File: src/adaptive_first_order_lowpass_defines.svh
// ---------------------------------------------------------------------------
// adaptive first-order lowpass assertion macros
// concurrent assertion forms for the filter modules
// ---------------------------------------------------------------------------
`ifndef ADAPTIVE_FIRST_ORDER_LOWPASS_DEFINES_SVH
`define ADAPTIVE_FIRST_ORDER_LOWPASS_DEFINES_SVH

// clocked property, off while reset is held
`define AFOL_ASSERT(lbl, clk, rst_n, prop, msg) \
    lbl: assert property (@(posedge clk) disable iff (!rst_n) prop) else $error(msg);

// clocked property, checked during reset too
`define AFOL_ASSERT_ALWAYS(lbl, clk, prop, msg) \
    lbl: assert property (@(posedge clk) prop) else $error(msg);

`endif

File: src/afol_pkg.sv
// ---------------------------------------------------------------------------
// afol_pkg
// widths, register indexes and shared types of the adaptive lowpass filter
// ---------------------------------------------------------------------------
package afol_pkg;

    // sample and coefficient formats
    localparam int SAMPLE_WIDTH   = 16;
    localparam int COEF_FRAC_BITS = 8;
    localparam int COEF_WIDTH     = COEF_FRAC_BITS + 1;
    localparam int DIFF_WIDTH     = SAMPLE_WIDTH + 1;
    localparam int PROD_WIDTH     = COEF_WIDTH + 1 + DIFF_WIDTH;
    localparam int SUM_WIDTH      = PROD_WIDTH + 1;

    // register field widths
    localparam int CNT_THR_WIDTH  = 10;
    localparam int STEP_WIDTH     = 9;
    localparam int DEV_THR_WIDTH  = 16;
    localparam int BURST_WIDTH    = 8;
    localparam int RUN_WIDTH      = 11;
    localparam int DEV_CMP_WIDTH  = (DIFF_WIDTH > DEV_THR_WIDTH) ? DIFF_WIDTH : DEV_THR_WIDTH;

    // configuration port
    localparam int CFG_DATA_WIDTH  = 16;
    localparam int CFG_INDEX_WIDTH = 2;

    localparam logic [CFG_INDEX_WIDTH-1:0] REG_COUNT_THRESHOLD     = 2'd0;
    localparam logic [CFG_INDEX_WIDTH-1:0] REG_COEF_STEP           = 2'd1;
    localparam logic [CFG_INDEX_WIDTH-1:0] REG_DEVIATION_THRESHOLD = 2'd2;
    localparam logic [CFG_INDEX_WIDTH-1:0] REG_BURST_INCREMENT     = 2'd3;

    // register reset values
    localparam logic [CNT_THR_WIDTH-1:0] RST_COUNT_THRESHOLD     = 10'd30;
    localparam logic [STEP_WIDTH-1:0]    RST_COEF_STEP           = 9'd51;
    localparam logic [DEV_THR_WIDTH-1:0] RST_DEVIATION_THRESHOLD = 16'd8;
    localparam logic [BURST_WIDTH-1:0]   RST_BURST_INCREMENT     = 8'd5;

    // 1.0 in coefficient format
    localparam logic [COEF_WIDTH-1:0] COEF_ONE = COEF_WIDTH'(1 << COEF_FRAC_BITS);

    typedef struct packed {
        logic [CNT_THR_WIDTH-1:0] count_threshold;
        logic [STEP_WIDTH-1:0]    coef_step;
        logic [DEV_THR_WIDTH-1:0] deviation_threshold;
        logic [BURST_WIDTH-1:0]   burst_increment;
    } t_cfg;

    typedef struct packed {
        logic signed [SAMPLE_WIDTH-1:0] filtered;
        logic [COEF_WIDTH-1:0]          coef_used;
    } t_result;

endpackage

File: src/afol_sample_if.sv
// ---------------------------------------------------------------------------
// afol_sample_if
// valid/ready channel carrying one input sample item
// ---------------------------------------------------------------------------
interface afol_sample_if import afol_pkg::*; ();
    logic                           valid;
    logic                           ready;
    logic signed [SAMPLE_WIDTH-1:0] sample;

    modport source (output valid, output sample, input ready);
    modport sink   (input valid, input sample, output ready);
endinterface

File: src/afol_result_if.sv
// ---------------------------------------------------------------------------
// afol_result_if
// valid/ready channel carrying one filtered result item
// ---------------------------------------------------------------------------
interface afol_result_if import afol_pkg::*; ();
    logic                           valid;
    logic                           ready;
    logic signed [SAMPLE_WIDTH-1:0] filtered;
    logic [COEF_WIDTH-1:0]          coef_used;

    modport source (output valid, output filtered, output coef_used, input ready);
    modport sink   (input valid, input filtered, input coef_used, output ready);
endinterface

File: src/afol_cfg_regs.sv
// ---------------------------------------------------------------------------
// afol_cfg_regs
// write-only configuration registers of the filter
// ---------------------------------------------------------------------------
module afol_cfg_regs import afol_pkg::*; (
    input  logic                       i_clk,
    input  logic                       i_rst_n,
    input  logic                       i_we,
    input  logic [CFG_INDEX_WIDTH-1:0] i_index,
    input  logic [CFG_DATA_WIDTH-1:0]  i_data,
    output t_cfg                       o_cfg
);

    t_cfg r_cfg;

    // register writes, truncated to each field
    always_ff @(posedge i_clk) begin
        if (!i_rst_n) begin
            r_cfg.count_threshold     <= RST_COUNT_THRESHOLD;
            r_cfg.coef_step           <= RST_COEF_STEP;
            r_cfg.deviation_threshold <= RST_DEVIATION_THRESHOLD;
            r_cfg.burst_increment     <= RST_BURST_INCREMENT;
        end else if (i_we) begin
            case (i_index)
                REG_COUNT_THRESHOLD: begin
                    r_cfg.count_threshold <= i_data[CNT_THR_WIDTH-1:0];
                end
                REG_COEF_STEP: begin
                    r_cfg.coef_step <= i_data[STEP_WIDTH-1:0];
                end
                REG_DEVIATION_THRESHOLD: begin
                    r_cfg.deviation_threshold <= i_data[DEV_THR_WIDTH-1:0];
                end
                REG_BURST_INCREMENT: begin
                    r_cfg.burst_increment <= i_data[BURST_WIDTH-1:0];
                end
                default: begin
                end
            endcase
        end
    end

    assign o_cfg = r_cfg;

endmodule

File: src/afol_core.sv
// ---------------------------------------------------------------------------
// afol_core
// trend tracking, coefficient adaptation and blend of one sample per cycle while i_accept is high
// ---------------------------------------------------------------------------
module afol_core import afol_pkg::*; (
    input  logic                           i_clk,
    input  logic                           i_rst_n,
    input  logic                           i_accept,
    input  logic signed [SAMPLE_WIDTH-1:0] i_sample,
    input  t_cfg                           i_cfg,
    output t_result                        o_result
);

    logic signed [SAMPLE_WIDTH-1:0] r_last;
    logic [COEF_WIDTH-1:0]          r_coef;
    logic                           r_rising;
    logic [RUN_WIDTH-1:0]           r_run;

    logic signed [SAMPLE_WIDTH-1:0] n_last;
    logic [COEF_WIDTH-1:0]          n_coef;
    logic                           n_rising;
    logic [RUN_WIDTH-1:0]           n_run;

    logic signed [DIFF_WIDTH-1:0]   diff;
    logic [DIFF_WIDTH-1:0]          dev;
    logic                           big_dev;
    logic [RUN_WIDTH-1:0]           run_inc;
    logic [COEF_WIDTH:0]            coef_sum;
    logic signed [PROD_WIDTH-1:0]   prod;
    logic signed [SUM_WIDTH-1:0]    last_scaled;
    logic signed [SUM_WIDTH-1:0]    sum;

    // deviation against the last output
    assign diff = DIFF_WIDTH'(i_sample) - DIFF_WIDTH'(r_last);
    assign dev  = diff[DIFF_WIDTH-1] ? DIFF_WIDTH'(-diff) : DIFF_WIDTH'(diff);
    assign big_dev = DEV_CMP_WIDTH'(dev) > DEV_CMP_WIDTH'(i_cfg.deviation_threshold);

    // run counter step and saturating coefficient step
    assign run_inc  = r_run + RUN_WIDTH'(1)
                    + (big_dev ? RUN_WIDTH'(i_cfg.burst_increment) : RUN_WIDTH'(0));
    assign coef_sum = (COEF_WIDTH + 1)'(r_coef) + (COEF_WIDTH + 1)'(i_cfg.coef_step);

    // next trend state
    always_comb begin
        n_rising = r_rising;
        if (diff > 0) begin
            n_rising = 1'b1;
        end else if (diff < 0) begin
            n_rising = 1'b0;
        end
        n_run  = r_run;
        n_coef = r_coef;
        if (n_rising == r_rising) begin
            n_run = run_inc;
            if (run_inc > RUN_WIDTH'(i_cfg.count_threshold)) begin
                n_run = '0;
                if (coef_sum > (COEF_WIDTH + 1)'(COEF_ONE)) begin
                    n_coef = COEF_ONE;
                end else begin
                    n_coef = coef_sum[COEF_WIDTH-1:0];
                end
            end
        end else begin
            n_run  = '0;
            n_coef = '0;
        end
    end

    // blend as k*(x - y) + y*one, rounded to nearest with ties up
    assign prod        = $signed({1'b0, n_coef}) * diff;
    assign last_scaled = {{(SUM_WIDTH - SAMPLE_WIDTH - COEF_FRAC_BITS){r_last[SAMPLE_WIDTH-1]}},
                          r_last, {COEF_FRAC_BITS{1'b0}}};
    assign sum         = SUM_WIDTH'(prod) + last_scaled
                       + SUM_WIDTH'(1 << (COEF_FRAC_BITS - 1));
    assign n_last      = sum[COEF_FRAC_BITS +: SAMPLE_WIDTH];

    // filter state, updated once per accepted item
    always_ff @(posedge i_clk) begin
        if (!i_rst_n) begin
            r_last   <= '0;
            r_coef   <= '0;
            r_rising <= 1'b0;
            r_run    <= '0;
        end else if (i_accept) begin
            r_last   <= n_last;
            r_coef   <= n_coef;
            r_rising <= n_rising;
            r_run    <= n_run;
        end
    end

    assign o_result.filtered  = n_last;
    assign o_result.coef_used = n_coef;

endmodule

File: src/afol_out_buf.sv
// ---------------------------------------------------------------------------
// afol_out_buf
// result register with a skid entry so one more input item is taken while output stalls
// ---------------------------------------------------------------------------
`include "adaptive_first_order_lowpass_defines.svh"

module afol_out_buf import afol_pkg::*; (
    input  logic    i_clk,
    input  logic    i_rst_n,
    input  logic    i_valid,
    input  t_result i_data,
    output logic    o_ready,
    output logic    o_valid,
    input  logic    i_ready,
    output t_result o_data
);

    logic    r_out_valid;
    logic    r_skid_valid;
    t_result r_out_data;
    t_result r_skid_data;
    logic    out_fire;

    assign out_fire = r_out_valid && i_ready;
    assign o_ready  = !r_skid_valid;

    // valid flags
    always_ff @(posedge i_clk) begin
        if (!i_rst_n) begin
            r_out_valid  <= 1'b0;
            r_skid_valid <= 1'b0;
        end else if (r_skid_valid) begin
            if (out_fire) begin
                r_skid_valid <= 1'b0;
            end
        end else if (i_valid) begin
            if (r_out_valid && !i_ready) begin
                r_skid_valid <= 1'b1;
            end else begin
                r_out_valid <= 1'b1;
            end
        end else if (out_fire) begin
            r_out_valid <= 1'b0;
        end
    end

    // payload
    always_ff @(posedge i_clk) begin
        if (r_skid_valid) begin
            if (out_fire) begin
                r_out_data <= r_skid_data;
            end
        end else if (i_valid) begin
            if (r_out_valid && !i_ready) begin
                r_skid_data <= i_data;
            end else begin
                r_out_data <= i_data;
            end
        end
    end

    assign o_valid = r_out_valid;
    assign o_data  = r_out_data;

    // skid entry only ever backs a held result
    `AFOL_ASSERT(a_skid_behind_out, i_clk, i_rst_n, r_skid_valid |-> r_out_valid, "skid without result")
    // an item arriving at a stalled output lands in the skid entry
    `AFOL_ASSERT(a_stall_to_skid, i_clk, i_rst_n, (i_valid && o_ready && r_out_valid && !i_ready) |=> r_skid_valid, "stalled item lost")
    // an item arriving at an empty output is shown next cycle
    `AFOL_ASSERT(a_empty_to_out, i_clk, i_rst_n, (i_valid && !r_out_valid) |=> (r_out_valid && !r_skid_valid), "item not shown")

endmodule

File: src/adaptive_first_order_lowpass.sv
// result: registered once its sample item is accepted, or held in the skid entry while the output stalls
// throughput: one item per cycle while the skid entry is free, set by the registered update of last output,
//   coefficient, trend and run count that feeds the next item
// a skid entry keeps the input ready for one item while the output stalls
// reset: synchronous, clears filter state and restores register defaults
// ---------------------------------------------------------------------------
// adaptive_first_order_lowpass
// first-order lag filter whose blend coefficient grows along a steady trend
// ---------------------------------------------------------------------------
module adaptive_first_order_lowpass import afol_pkg::*; (
    input  logic                       i_clk,
    input  logic                       i_rst_n,
    afol_sample_if.sink                i_in_ch,
    afol_result_if.source              o_out_ch,
    input  logic                       i_cfg_we,
    input  logic [CFG_INDEX_WIDTH-1:0] i_cfg_index,
    input  logic [CFG_DATA_WIDTH-1:0]  i_cfg_data
);

    t_cfg    cfg;
    t_result core_result;
    t_result out_data;
    logic    in_ready;
    logic    in_accept;

    assign in_accept     = i_in_ch.valid && in_ready;
    assign i_in_ch.ready = in_ready;

    // configuration registers
    afol_cfg_regs u_cfg_regs (
        .i_clk   (i_clk),
        .i_rst_n (i_rst_n),
        .i_we    (i_cfg_we),
        .i_index (i_cfg_index),
        .i_data  (i_cfg_data),
        .o_cfg   (cfg)
    );

    // filter datapath and state
    afol_core u_core (
        .i_clk    (i_clk),
        .i_rst_n  (i_rst_n),
        .i_accept (in_accept),
        .i_sample (i_in_ch.sample),
        .i_cfg    (cfg),
        .o_result (core_result)
    );

    // result register and skid entry
    afol_out_buf u_out_buf (
        .i_clk   (i_clk),
        .i_rst_n (i_rst_n),
        .i_valid (in_accept),
        .i_data  (core_result),
        .o_ready (in_ready),
        .o_valid (o_out_ch.valid),
        .i_ready (o_out_ch.ready),
        .o_data  (out_data)
    );

    assign o_out_ch.filtered  = out_data.filtered;
    assign o_out_ch.coef_used = out_data.coef_used;

endmodule
File: src/flat_wrapper.sv
// flat-port wrapper written by rule: the top's interface ports become plain ports
module adaptive_first_order_lowpass_flat import afol_pkg::*;
  (i_clk, i_rst_n, i_cfg_we, i_cfg_index, i_cfg_data, i_in_ch_valid, i_in_ch_sample, i_in_ch_ready, o_out_ch_valid, o_out_ch_filtered, o_out_ch_coef_used, o_out_ch_ready);
  afol_sample_if i_in_ch_i ();
  afol_result_if o_out_ch_i ();
  input  logic i_clk;
  input  logic i_rst_n;
  input  logic i_cfg_we;
  input  logic [CFG_INDEX_WIDTH-1:0] i_cfg_index;
  input  logic [CFG_DATA_WIDTH-1:0] i_cfg_data;
  input wire logic [$bits(i_in_ch_i.valid)-1:0] i_in_ch_valid;
  input wire logic [$bits(i_in_ch_i.sample)-1:0] i_in_ch_sample;
  output wire logic [$bits(i_in_ch_i.ready)-1:0] i_in_ch_ready;
  output wire logic [$bits(o_out_ch_i.valid)-1:0] o_out_ch_valid;
  output wire logic [$bits(o_out_ch_i.filtered)-1:0] o_out_ch_filtered;
  output wire logic [$bits(o_out_ch_i.coef_used)-1:0] o_out_ch_coef_used;
  input wire logic [$bits(o_out_ch_i.ready)-1:0] o_out_ch_ready;
  assign i_in_ch_i.valid = i_in_ch_valid;
  assign i_in_ch_i.sample = i_in_ch_sample;
  assign i_in_ch_ready = i_in_ch_i.ready;
  assign o_out_ch_valid = o_out_ch_i.valid;
  assign o_out_ch_filtered = o_out_ch_i.filtered;
  assign o_out_ch_coef_used = o_out_ch_i.coef_used;
  assign o_out_ch_i.ready = o_out_ch_ready;
  adaptive_first_order_lowpass u_core (.i_clk(i_clk), .i_rst_n(i_rst_n), .i_in_ch(i_in_ch_i), .o_out_ch(o_out_ch_i), .i_cfg_we(i_cfg_we), .i_cfg_index(i_cfg_index), .i_cfg_data(i_cfg_data));
endmodule
File: config.mk
export PLATFORM = sky130hd
export DESIGN_NAME = adaptive_first_order_lowpass_flat
export DESIGN_NICKNAME = d
export VERILOG_FILES = /design/src/afol_pkg.sv /design/src/afol_sample_if.sv /design/src/afol_result_if.sv /design/src/afol_cfg_regs.sv /design/src/afol_core.sv /design/src/afol_out_buf.sv /design/src/adaptive_first_order_lowpass.sv /design/src/flat_wrapper.sv
export VERILOG_INCLUDE_DIRS = /design/src /design/src/src
export SDC_FILE = /design/constraint.sdc
export NUM_CORES = 1
export LEC_CHECK = 0
export ABC_CLOCK_PERIOD_IN_PS = 36400
export BUFFER_PORTS_ARGS = -buffer_cell sky130_fd_sc_hd__buf_2
export CAP_MARGIN = 10
export CORE_ASPECT_RATIO = 0.75
export CORE_MARGIN = 2
export CORE_UTILIZATION = 30
export CTS_CLUSTER_SIZE = 25
export DETAILED_ROUTE_END_ITERATION = 6
export GPL_TIMING_DRIVEN = 0
export PLACE_DENSITY_LB_ADDON = 0.1
export RECOVER_POWER = 50
export SLEW_MARGIN = 5
export SYNTH_ARGS = -nofsm -noshare
export SYNTH_HDL_FRONTEND = slang
export SYNTH_SLANG_ARGS = --single-unit
File: constraint.sdc
create_clock -name i_clk -period 36.4 [get_ports i_clk]
set_clock_uncertainty 0.2 [all_clocks]
set_input_delay 0 -clock i_clk [delete_from_list [all_inputs] [get_ports i_clk]]
set_output_delay 0 -clock i_clk [all_outputs]
set_load 0.005 [all_outputs]
# After elaboration in Yosys (flattened, before gate mapping)
# Index checks and enable logic that the tools add are counted.
# word_totals
regBits	132
output_inout_bits	27
wordCells	70
# op_classes
add_sub_neg	7
multipliers	1
order_cmp	5
n_eq_ne	7
n_mux	20
n_bitwise	1
n_reduce_logical	15
# op_table
op	count
$mux W25	4
$mux W9	3
$add A24 B24 Y24	1
$add A24 B9 Y24 const B	1
$mul A10 B17 Y24	1
$mux W11	2
$gt A17 B1 Y1 const B	1
$gt A17 B16 Y1	1
$lt A17 B1 Y1 const B	1
$mux W17	1
$neg A17 Y17	1
$sub A16 B16 Y17	1
$add A11 B1 Y11 const B	1
$add A11 B8 Y11	1
$gt A11 B10 Y1	1
$add A9 B9 Y10	1
$gt A10 B9 Y1 const B	1
$mux W1	9
$reduce_and A3 Y1	3
$mux W8	1
$reduce_and A2 Y1	4
$eq A2 B2 Y1 const B	2
$ne A2 B2 Y1 const B	2
$reduce_bool A2 Y1	2
other kinds (7)	10

# Depth between registers and ports, before layout
# Gate-level depths: netlist of run 1.
# depth
ltp_word	15
depth_mapped	66
mapped_depth_nobuf	64

# By module
# From an unflattened synthesis of run 1, not the netlist that was laid out.
# unflattened
cells_unflattened	1516
area_unflattened_um2	13701.9
# by_module_without_submodules
module	instances	cells_each	area_per_inst_um2
afol_core	1	1257	10102.2
afol_out_buf	1	92	1926.8
afol_cfg_regs	1	166	1666.6
adaptive_first_order_lowpass	1	1	6.3

# Least setup slack after synthesis of run 1
# OpenSTA, ideal clock, no wires.
# synth_path
kind	register to register
from	register u_core.u_core.r_last[0]
to	register u_core.u_out_buf.r_out_data (netlist bit u_core.u_out_buf.o_data[22]), data pin
setup_time_ns	0.260
arrival_ns	12.911
path_slack_ns	23.030
stages_incl_launch_ff	63
path_cell_list	dfxtp_1 -> ha_1 -> fa_1 -> nor2b_1 -> o2111ai_1 -> a21o_1 -> a31oi_1 -> o22a_1 -> clkbuf_1 -> buf_1 -> nor2_1 -> xnor2_1 -> ha_1 -> o21a_1 -> o21a_1 -> o21a_1 -> o21a_1 -> o21a_1 -> [... 27 more ...] -> inv_1 -> fa_1 -> fa_1 -> fa_1 -> inv_1 -> fa_1 -> inv_1 -> ha_1 -> a21o_1 -> a21o_1 -> a21oi_1 -> o21bai_1 -> a21oi_1 -> nand2b_1 -> a211oi_1 -> a31oi_1 -> and2_1 -> mux2_2
# synth_lines
element	line	rtl
from (decl)	afol_core.sv:14	logic signed [SAMPLE_WIDTH-1:0] r_last;
from (signal assigned)	afol_core.sv:85	r_last <= n_last;
to (signal assigned)	afol_out_buf.sv:51	r_out_data <= r_skid_data;
to (signal assigned)	afol_out_buf.sv:57	r_out_data <= i_data;
to (decl)	afol_out_buf.sv:20	t_result r_out_data;

==> results.md, run 1 <==
- Outcome: finished with violations
- Failing checks: max-capacitance violations, max-slew violations
- # setup viols final: 0
- Cts repair resizes: 0
- Peak Freq: between 0.05 and 0.06 GHz
- Fin crit share: ~46%
- Sequential area share after synthesis: between 20% and 30%
- WS Path Type: flip-flop to flip-flop
- Clock Latency Late Sink: roughly 450 ps
- Net Switching: ~0.46 mW
- Total die area: 0.0469 mm^2
- DR pass1 iterations: 7
- Placer Congestion: ~0.85
- Routed WL: ~44 mm
- Placed cells: 2223
- Fin crit period: approximately 17000 ps
- Row cnt: 67
- Critical Path RT: around 36000 ps
- Total track usage: roughly a fifth
- Height of the die: 188 um
- DR vias: ~11000
- Crit path DAT: 16910 ps
- Final hold violations: 0
- Synthesized area: 0.0136 mm^2
- Sw Share: 48.0%
- Worst slew pin tran: between 2000 and 2500 ps
- Slew HR: -53.7%
- Initial DRC count: 853
- Synth Area per Inst: between 8 and 9 um^2
- DRC: 0
- Non-Filler Instances: 2293
- Detail Route Antenna Nets: 0
- RSZ-0062 raised after global routing: false
- Grt ovf: 0
- First-pass GRT wire length: slightly below 70 mm
- # H-tree levels: 4
- CTS Buffer Depth: 2
- Yosys reg bits: between 100 and 150
- CTS Root Cell: clkbuf_16
- Die Wd: 249 um
- Post-DP Area: 0.0146 mm^2
- IO Pins: 66
- Hold crit path type: input port to flip-flop
- Cts bufs inserted: 17
- Ys Warns: 0
- Core area: about 0.045 mm^2
- Maxcap violations: 1
- Vias in the first global route: between 10000 and 15000
- Unique cell type count in the Yosys netlist: 87
- Post-synth EDFFs: 50
- Setup TNS: 0 ps
- Max Slew Vio Count: 26
- Crit path max fanout: 10
- P_leak: between 7 and 8 nW
- Syn_nets: 1857
- Synth async-reset ratio: 0%
- Fin area: approximately 0.016 mm^2
- Cells after synthesis: 1571
- Area contributors post-synth: fa_1 20%, dfxtp_1 12%, edfxtp_1 11%, ha_1 10%, inv_1 6.6%
- CP peak stage delay: approximately 600 ps
- Critical path endpoint category: flip-flop
- CTS tree: done
- Pre-CTS setup slack: about 20000 ps
- Yosys top cell area share: between 10% and 20%
- HPWL Detailed: 36.2 mm
- Initial antenna violation count: 1
- Pwr per Cell Area: approximately 61 mW/mm^2
- Part of the power in the clock network: between 20 and 25%
- Post-DR wirelength/cell: 19.3 um
- Top FF cell, synth: dfxtp_1
- Reg power frac: 21.0%
- Worst Setup Start Kind: flip-flop
- Initial Utilization: a little under a third
- Area growth from synthesis to layout: 15.0%
- Port Buffers: 65
- Post-Route Utilization: 35.0%
- Final hold slack: approximately 160 ps
- Post-CTS Hold Fix Bufs: 32
- Largest net degree at the start of global routing: 26
- Clock slew at reported path FFs: 70 ps
- Vias per cell: just under 5
- Pwr Total: about 0.96 mW
- Critical-path top delay cell: clkbuf_1
- Area leader, netlist: fa_1
- Layout Nets: a little under 2000
- Max VDD drop: between 0.03 and 0.04 mV
- Total setup buffers inserted after CTS: 0
- Combinational share of power: 58.5%
- Internal power: 0.498 mW
- Worst path setup slack after routing: just under 20000 ps
- CTS Sinks: ~130
- Layout cells sized above 1: 7.68%
-- cell type report --
| cell class | count | area [um^2] |
|---|---|---|
| buffer | 63 | 258 |
| tap | 586 | 733 |
| clock buffer | 17 | 425 |
| timing repair buffer | 103 | 662 |
| multi-input combinational | 1135 | 9250 |
| clock inverter | 15 | 216 |
| fill | 4734 | 29000 |
| sequential | 132 | 3140 |
| antenna | 1 | 2.50 |
| inverter | 241 | 905 |
-- per-layer routing --
metal	up-vias	track usage (%)	part of all wire, %
met5	-	0	0
met4	0	2.76	0.53
met3	13	4.28	5.9
met2	247	26.9	39
met1	5537	31.3	55
li1	5443	-	-
-- sequential cells by signal, summed over array words and instances, names as in the netlist --
signal,count
u_core.u_core.r_rising,1
u_core.u_out_buf.o_valid,1
u_core.u_cfg_regs.o_cfg,43
u_core.u_core.r_coef,9
u_core.u_out_buf.r_skid_data,25
u_core.u_core.r_last,16
u_core.u_core.r_run,11
u_core.u_out_buf.o_data,25
u_core.u_out_buf.r_skid_valid,1
-- cells in the final DEF (no fill, tap or decap), types with 11 or more instances in the layout --
master and n:
a21boi_0 43, edfxtp_1 50, o21a_1 18, a22oi_1 16, xor2_1 16, nor2_1 114, a21oi_1 50, o21ai_0 57
nor3_1 20, nand4_1 11, ha_1 112, clkbuf_16 17, dlygate4sd3_1 32, nand2b_1 15, nor2b_1 24, fa_1 135
nand2_1 225, xnor2_1 42, a21o_1 30, buf_2 56, clkbuf_1 65, and2_1 27, dfxtp_1 82, o211ai_1 14
inv_1 239, nand3_1 32
-- worst max-delay path: cells and delay by family, from the launching register on --
kind	cells	cell delay [ps]
AO/OA/AOI/OAI	25	5330
XOR/XNOR	3	570
adder cells (fa/ha/maj)	11	4500
buffers and inverters	10	2560
flip-flops	1	400
multiplexers	1	300
AND/OR/NAND/NOR	13	2760
-- cell usage after synthesis (14+ instances only) --
cell type,n
a21boi_0,43
fa_1,135
and2_1,27
inv_1,239
nor3_1,20
a21o_1,30
nand2b_1,15
nand2_1,225
xor2_1,16
o21ai_0,57
dfxtp_1,82
clkbuf_1,47
o211ai_1,14
nand3_1,32
a21oi_1,50
xnor2_1,42
ha_1,112
edfxtp_1,50
o21a_1,18
a22oi_1,16
nor2b_1,24
nor2_1,114
-- path summary, 6_finish.rpt --
path	start	to	slack, ps	cells past startpoint
setup / recovery	u_core.u_core.r_last[0]	u_core.u_out_buf.o_data[19]	19490	63
hold / removal	i_cfg_data[15]	u_core.u_cfg_regs.o_cfg[23]	160	4
setup reg to reg	u_core.u_core.r_last[0]	u_core.u_out_buf.o_data[19]	19490	63
hold reg to reg	u_core.u_cfg_regs.o_cfg[4]	u_core.u_cfg_regs.o_cfg[4]	260	2
-- power by group through the flow --
stage	registers, mW	clock network, mW	logic [mW]
2_1_floorplan	0.199	0	0.376
3_3_place_gp	0.204	0	0.551
3_5_place_dp	0.204	0	0.552
4_1_cts	0.201	0.201	0.559
5_1_grt	0.203	0.208	0.628
6_report	0.201	0.197	0.560
-- logic make-up after synthesis --
family	Yosys count	share of synthesized area [%]
buf+inv	304	8.57
compound gates	301	15.4
simple gates	515	17.7
flops	132	23.2
mux	13	1.05
fa+ha+maj	247	30.3
xor+xnor	59	3.87
Power figures use the tool's default switching activity.
==> run 2, diff against run 1 <==
--- a/config.mk
+++ b/config.mk
@@ -6,7 +6,7 @@
 export SDC_FILE = /design/constraint.sdc
 export NUM_CORES = 1
 export LEC_CHECK = 0
-export ABC_CLOCK_PERIOD_IN_PS = 36400
+export ABC_CLOCK_PERIOD_IN_PS = 13950
 export BUFFER_PORTS_ARGS = -buffer_cell sky130_fd_sc_hd__buf_2
 export CAP_MARGIN = 10
 export CORE_ASPECT_RATIO = 0.75
==> constraint.sdc (replaced) <==
create_clock -name i_clk -period 13.95 [get_ports i_clk]
set_clock_uncertainty 0.2 [all_clocks]
set_input_delay 0 -clock i_clk [delete_from_list [all_inputs] [get_ports i_clk]]
set_output_delay 0 -clock i_clk [all_outputs]
set_load 0.005 [all_outputs]
==> run 2 against run 1 <==
  * The run still ends with max-capacitance violations, max-slew violations left
  * Combinational power rose to 3.0 times the previous value
  * Sequential power rose to 2.6 times the previous value
  * Total power rose to 2.8 times the previous value
  * Fmax up 26%
  * Sequential share of layout area down 1.2 points
  * Critical path depth down 6
  * Critical path type unchanged
==> results.md, run 2 (synthesis gave the netlist of run 1 again) <==
- Commonest non-fill, non-tap cell in the layout: inv_1
- Critical path endpoint category: flip-flop
- CTS Buffer Depth: 2 (unchanged)
- Grt ovf: 0 (unchanged)
- # H-tree levels: 4 (unchanged)
- Vias in the first global route: 11209 (+1.2%)
- Non-Filler Instances: 2327 (+1.5%)
- Global routing's busiest layer: met1
- DRC: 0 (unchanged)
- Net Switching: 1.29 mW (+180%)
- Crit path max fanout: 8 (-2)
- Max Slew Vio Count: 26 (unchanged)
- CTS Sinks: 132 (unchanged)
- Part of the power in the clock network: 19.0% (-1.5 points)
- Clock slew at reported path FFs: 70 ps (about the same)
- Fin crit share: 96.0% (+50 points)
- Maxcap violations: 1 (unchanged)
- Peak Freq: 0.0747 GHz (+26%)
- Reg power frac: 19.4% (-1.6 points)
- CP peak stage delay: 590 ps (about the same)
- Final hold slack: 158 ps (-1.30 ps)
- Post-DR wirelength/cell: 19.6 um (+1.4%)
- Max reg flops: 43 (unchanged)
- Routed WL: 45.6 mm (+2.9%)
- Detail Route Antenna Nets: 0 (unchanged)
- Hold crit path type: input port to flip-flop
- Max VDD drop: 0.0990 mV (+180%)
- Largest net degree at the start of global routing: 26 (unchanged)
- Area growth from synthesis to layout: 22.6%
- Failing checks: max-capacitance violations, max-slew violations
- IO Pins: 66 (unchanged)
- Met1 usage: 31.4% (+0.14 points)
- Layout cells sized above 1: 15.2% (+7.5 points)
- Multi-input gate area: 0.00983 mm^2 (+6.2%)
- Port Buffers: 65 (unchanged)
- WS Path Type: flip-flop to flip-flop
- Fillers: 4673 (-1.3%)
- Initial antenna violation count: 0 (-1)
- Pwr Total: 2.71 mW (+180%)
- Placed cells: 2223 (unchanged)
- P_leak: 7.51 nW (+5.3%)
- Height of the die: 188 um (unchanged)
- Worst slew pin tran: 2340 ps (+38.2 ps)
- Sequential Area: 0.00315 mm^2 (+0.32%)
- Cts bufs inserted: 17 (unchanged)
- Final hold violations: 0 (unchanged)
- HPWL Detailed: 36.2 mm (unchanged)
- Internal power: 1.42 mW (+180%)
- Initial DRC count: 832 (-2.5%)
- GR Util met3: 4.48% (+0.21 points)
- Pwr per Cell Area: 163 mW/mm^2 (+170%)
- # diodes: 0 (-1)
- Core area: 0.0446 mm^2 (unchanged)
- DR pass1 iterations: 6 (-1)
- Combinational share of power: 61.6% (+3.1 points)
- GRT met2 Usage: 27.2% (+0.34 points)
- Worst Setup Start Kind: flip-flop
- Initial Utilization: 30.4% (unchanged)
- Total track usage: 19.8% (+0.21 points)
- Die Wd: 249 um (unchanged)
- Reg2Reg Depth: 57 (-9.5%)
- Pre-CTS setup slack: -2810 ps (-22450 ps)
- Hold path cells: 4 (unchanged)
- Clock Latency Late Sink: 450 ps (about the same)
- DR vias: 11446 (+1.8%)
- Total die area: 0.0469 mm^2 (unchanged)
- Row cnt: 67 (unchanged)
- Most frequent cells in the layout: 238 x inv_1, 222 x nand2_1, 133 x fa_1
- Outcome: finished with violations
- Crit path DAT: 13390 ps (-3520 ps)
- Worst path setup slack after routing: 559 ps (-18930 ps)
- Slew HR: -56.3% (-2.5 points)
- First-pass GRT wire length: 69.3 mm (+0.98%)
- Sw Share: 47.7% (-0.26 points)
- CTS tree: done
- Post-Route Utilization: 37.3% (+2.3 points)
- Critical-path top delay cell: or4_1
- Vias per cell: 4.92 (+0.34%)
- CTS Root Cell: clkbuf_16
- Critical Path RT: 13950 ps (-22450 ps)
- Layout Nets: 2014 (+1.8%)
- Fin crit period: 13390 ps (-3520 ps)
- # setup viols final: 0 (unchanged)
- Placer Congestion: 0.855 (unchanged)
## run 2: cell count changes in the layout (fill, tap and decap cells not counted), moves of 7 or more
| cell | before | now |
|---|---|---|
| buf_4 | 3 | 42 |
| clkbuf_1 | 65 | 53 |
| a21oi_1 | 50 | 40 |
| o21ai_0 | 57 | 49 |
| a21oi_2 | 1 | 8 |
| nor2_1 | 114 | 107 |
## run 2: per-layer routing
layer	up-vias	share of wire (%)	wire [um]
met4	0	0.61	277
met2	241	39	18000
met1	5674	54	24500
met5	-	0	0
li1	5516	-	-
met3	15	6.2	2840
## run 2: metrics by stage
stage	area, um^2	setup TNS (ps)
after global routing	16600	-99.3
after global placement	14600	-114930
final	16600	0
after detailed placement	14600	-111940
after CTS	16000	0
after floorplan	13600	0
## run 2: path summary, 6_finish.rpt
kind,end,slack [ps],start
max,u_core.u_out_buf.o_data[22],560,u_core.u_core.r_last[0]
min,u_core.u_cfg_regs.o_cfg[23],160,i_cfg_data[15]
max reg2reg,u_core.u_out_buf.o_data[22],560,u_core.u_core.r_last[0]
min reg2reg,u_core.u_cfg_regs.o_cfg[4],260,u_core.u_cfg_regs.o_cfg[4]
## run 2: power by group through the flow
stage / Clock, mW / Combinational, mW / Sequential [mW]
after global routing: 0.543 / 1.84 / 0.533
after detailed placement: 0 / 1.44 / 0.532
after floorplan: 0 / 0.982 / 0.520
after CTS: 0.526 / 1.53 / 0.525
after global placement: 0 / 1.44 / 0.533
final: 0.514 / 1.67 / 0.527
## run 2: repair_timing
item                                    CTS  global route
hold buffers                             32             0
resized for setup                        76           101
pin swaps                                13            40
hold endpoints to repair                 80             0
endpoints found under the setup margin   48            44
buffers inserted                         11            31
## run 2: critical path: cells and delay by family, from the launching register on
| kind | cells | cell delay [ps] |
|---|---|---|
| simple gates | 16 | 3040 |
| fa+ha+maj | 11 | 4380 |
| xor+xnor | 2 | 230 |
| compound gates | 20 | 3850 |
| mux | 1 | 260 |
| buf+inv | 7 | 760 |
| flops | 1 | 380 |
## run 2: layout make-up
class                      count  area share (%)
multi-input combinational   1135            59.2
clock buffer                  17            2.56
buffer                        59            2.06
tap                          586            4.41
sequential                   132            19.0
timing repair buffer         142            6.01
inverter                     241            5.53
clock inverter                15            1.30
